$ cat src/hdl/trp_pkg.sv
// Package for the trie root prefix replacer.
// Holds table sizes, character codes, word modes and controller/datapath links.
// No dependencies.
package trp_pkg;

    localparam int NODES        = 1024;
    localparam int ALPHABET     = 26;
    localparam int NODE_W       = $clog2(NODES);
    localparam int FREE_W       = $clog2(NODES + 1);
    localparam int SLOT_W       = (ALPHABET > 1) ? $clog2(ALPHABET) : 1;
    localparam int ENTRIES      = NODES * ALPHABET;
    localparam int CADDR_W      = $clog2(ENTRIES);

    localparam logic [7:0] SPACE_CHAR   = 8'h20;
    localparam logic [7:0] FIRST_LETTER = 8'h61;

    localparam logic [1:0] MODE_MATCH = 2'd0;
    localparam logic [1:0] MODE_DROP  = 2'd1;
    localparam logic [1:0] MODE_COPY  = 2'd2;

    typedef struct packed {
        logic clear;
        logic load;
        logic exec;
    } cmd_t;

    typedef struct packed {
        logic clear_done;
        logic stall;
    } status_t;

endpackage

$ cat src/hdl/trp_ctrl.sv
// Controller for the trie root prefix replacer.
// Sequences the clearing pass, request accept and execute steps.
// Depends on trp_pkg.
module trp_ctrl (
    input  logic            clk,
    input  logic            rst_n,
    input  logic            in_valid,
    output logic            in_ready,
    input  trp_pkg::status_t sts,
    output trp_pkg::cmd_t   cmd
);
    import trp_pkg::*;

    typedef enum logic [1:0] {
        ST_CLEAR,
        ST_IDLE,
        ST_EXEC
    } state_t;

    state_t state_reg;
    state_t state_next;
    logic   ready_reg;
    logic   ready_next;

    always_comb
    begin
        state_next = state_reg;
        unique case (state_reg)
            ST_CLEAR:
            begin
                if (sts.clear_done)
                begin
                    state_next = ST_IDLE;
                end
            end
            ST_IDLE:
            begin
                if (in_valid)
                begin
                    state_next = ST_EXEC;
                end
            end
            ST_EXEC:
            begin
                if (!sts.stall)
                begin
                    state_next = ST_IDLE;
                end
            end
            default:
            begin
                state_next = ST_CLEAR;
            end
        endcase
        ready_next = (state_next == ST_IDLE);
    end

    always_ff @(posedge clk or negedge rst_n)
    begin
        if (!rst_n)
        begin
            state_reg <= ST_CLEAR;
            ready_reg <= 1'b0;
        end
        else
        begin
            state_reg <= state_next;
            ready_reg <= ready_next;
        end
    end

    assign in_ready  = ready_reg;
    assign cmd.clear = (state_reg == ST_CLEAR);
    assign cmd.load  = ready_reg && in_valid;
    assign cmd.exec  = (state_reg == ST_EXEC);

endmodule

$ cat config.mk
export PLATFORM = sky130hd
export DESIGN_NAME = trp_ctrl
export DESIGN_NICKNAME = d
export VERILOG_FILES = /design/src/hdl/trp_pkg.sv /design/src/hdl/trp_ctrl.sv
export SDC_FILE = /design/constraint.sdc
export NUM_CORES = 1
export LEC_CHECK = 0
export BUFFER_PORTS_ARGS = -buffer_cell sky130_fd_sc_hd__buf_2
export CORE_AREA = 2 2 39 41
export CTS_CLUSTER_DIAMETER = 120
export DETAILED_ROUTE_END_ITERATION = 10
export DIE_AREA = 0 0 41 43
export SYNTH_ARGS = -nofsm -noshare
export SYNTH_HDL_FRONTEND = slang
export SYNTH_SLANG_ARGS = --single-unit
export TNS_END_PERCENT = 50
$ cat constraint.sdc
create_clock -name clk -period 2.25 [get_ports clk]
set_clock_uncertainty 0.15 [all_clocks]
set_input_delay 0.225 -clock clk [delete_from_list [all_inputs] [get_ports clk]]
set_output_delay 0.225 -clock clk [all_outputs]
set_load 0.01 [all_outputs]
==> impl_metrics.csv <==
group,metric,value,unit
cells_and_area,nNetsFinal,33,
die,die_w,41,um
die,core-area,1380,um^2
routing,avgRoutedWirePerCell,6.84,um
routing,via_count,136,
timing,finalCriticalPeriod,1390,ps
routing,dr.pass1.iters,1,
routing,via_per_inst,3.16,
timing,relSlewSlack,88.0,%
global_route,grt_pass1_wl,407,um
timing,finalMaxSlewViolations,0,
routing,drc,0,
timing,hold_viol,0,
logic_synthesis,syn_nets,19,
timing,finalSetupViolations,0,
critical_path,cp.arrival,1020,ps
cts,cts.sinks,3,
timing,hold-worst-slack,69.4,ps
place,place_inst,38,
critical_path,worstSetupPathType,"flip-flop to output port",
critical_path,startpoint_type,"flip-flop",
critical_path,end_kind,"output port",
cts,clkTransAtPathRegs,40,ps
die,initial_core_util,10.2,%
cells_and_area,n_fill_cell,156,
run,max-cap-violations,0,
die,pin_count,9,
pwr,p_leak,0.124,nW
global_route,grt_remaining_overflow,0,
logic_synthesis,ys_seq_elements,3,
timing,clock.fmax,718,MHz
cells_and_area,drive_above_1_share,44.4,%
logic_synthesis,synth_cells,14,
routing,drtIter0Drc,0,
cells_and_area,diodes,0,
global_route,grt_usage,4.32,%
worst_hold_path,hold_path.class,"input port to flip-flop",
pwr,ir_drop,0.166,mV
timing,rsz0062_at_grt,"no",
global_route,grt_pass1_vias,126,
logic_synthesis,yosysSeqAreaShare,53.1,%
cells_and_area,stdcell_count,43,
logic_synthesis,yosysUniqueCellTypes,9,
routing,drt-total-wl,294,um
logic_synthesis,syn_area_per_cell,10.1,um^2
die,die_area,1760,um^2
place,port-buffer-count,8,
cells_and_area,final_area,238,um^2
global_route,grt_max_degree,6,
routing,ant_nets,0,
cts,clk_latency,230,ps
die,std_cell_rows,14,
status,status,"finished clean",
cts,root_buffer,"clkbuf_4",
place,gp_congestion,0.556,
pwr,cellPowerDensity,1260,nW/um^2
cts,htreeDepth,1,
cts,postCtsSetupBuffers,0,
cts,cts_tree,"done",
timing,fin_crit_sh,61.9,%
critical_path,cp_max_fo,4,
critical_path,worstPathRequired,1880,ps
cells_and_area,seq_area,75.1,um^2
cells_and_area,largest_reg_flops,2,
cells_and_area,area_delta_synth_final,68.1,%
cells_and_area,multi_input_area,58.8,um^2
place,dpl_cell_area,201,um^2
cells_and_area,finish.utilization,17.2,%
timing,worst_slew_pin_slew,175,ps
die,dieHeight,43,um
cts,cts_max_path_buffers,2,
cts,cts_made_buffers,3,
logic_synthesis,netlist_area,141,um^2
timing,tns,0,ps
global_route,antenna_found_initial,0,
logic_synthesis,yosys_warnings,0,
place,dpl.hpwl,219,um
-- stage by stage --
stage | setup WS, ps | power, mW
floorplan | 1220 | 0.162
global placement | 1100 | 0.204
detailed placement | 1110 | 0.206
CTS | 846 | 0.306
global route | 814 | 0.325
finish | 858 | 0.299
-- layout by cell type (no fill, tap or decap) --
cell and instances:
mux2i_1 1, and2_1 1, clkbuf_4 3, buf_2 8
clkbuf_1 1, nand2_1 2, dfrtp_1 3, nor2_1 1
dlygate4sd3_1 1, and2b_2 1, o21ai_0 1, o2bb2ai_1 2
inv_1 2
-- per-layer routing --
| layer | share of wire, % | vias up | GRT usage [%] |
|---|---|---|---|
| met2 | 49 | 8 | 5.31 |
| met5 | 0 | - | 0 |
| li1 | - | 71 | - |
| met3 | 12 | 0 | 3.14 |
| met4 | 0 | 0 | 8.00 |
| met1 | 38 | 57 | 2.57 |
-- worst max-delay path, stage by stage, from the launching register on --
cell and delay (ps):
dfrtp_1 400, and2b_2 260, buf_2 130
-- final timing paths --
check                             startpoint            to  slack, ps  cells past startpoint
worst max-delay path            state_reg[0]        cmd[0]        860                      2
worst min-delay path                  sts[0]  state_reg[1]         70                      3
worst max register to register  state_reg[0]  state_reg[1]       1200                      3
worst min register to register  state_reg[1]  state_reg[0]        360                      1
max in group asynchronous              rst_n  state_reg[1]       1680                      2
min in group asynchronous              rst_n  state_reg[0]        160                      2
-- cells in the mapped netlist --
library cell / number / share of area (%)
dfrtp_1: 3 / 53
inv_1: 2 / 5.3
nand2_1: 2 / 5.3
o2bb2ai_1: 2 / 12
and2_1: 1 / 4.4
and2b_2: 1 / 6.2
mux2i_1: 1 / 7.1
nor2_1: 1 / 2.7
o21ai_0: 1 / 3.5
-- power breakdown --
part / switching, mW / total (mW) / internal, mW / leakage, nW
Combinational: 0.0505 / 0.103 / 0.0520 / 0.0718
Sequential: 0.0222 / 0.103 / 0.0805 / 0.0371
Clock: 0.0269 / 0.0933 / 0.0664 / 0.0150
Total: 0.0997 / 0.299 / 0.199 / 0.124
-- final cells by class --
class                           count  share of cell area (%)
Sequential cell                     3                    31.6
Multi-Input combinational cell      9                    24.7
Timing Repair Buffer                9                    21.1
Clock buffer                        4                    11.1
Tap cell                           16                    8.42
Inverter                            2                    3.16
-- what timing repair did --
action,4_1_cts,5_1_grt
hold buffers,1,0
resized for setup,0,0
endpoints found under the hold margin,3,0
-- logic make-up after synthesis --
logic type	Yosys count	share of synthesized area [%]
buffers and inverters	2	5.31
multiplexers	1	7.08
flip-flops	3	53.1
AND/OR/NAND/NOR	5	18.6
AO/OA/AOI/OAI	3	15.9
Power figures use the tool's default switching activity.
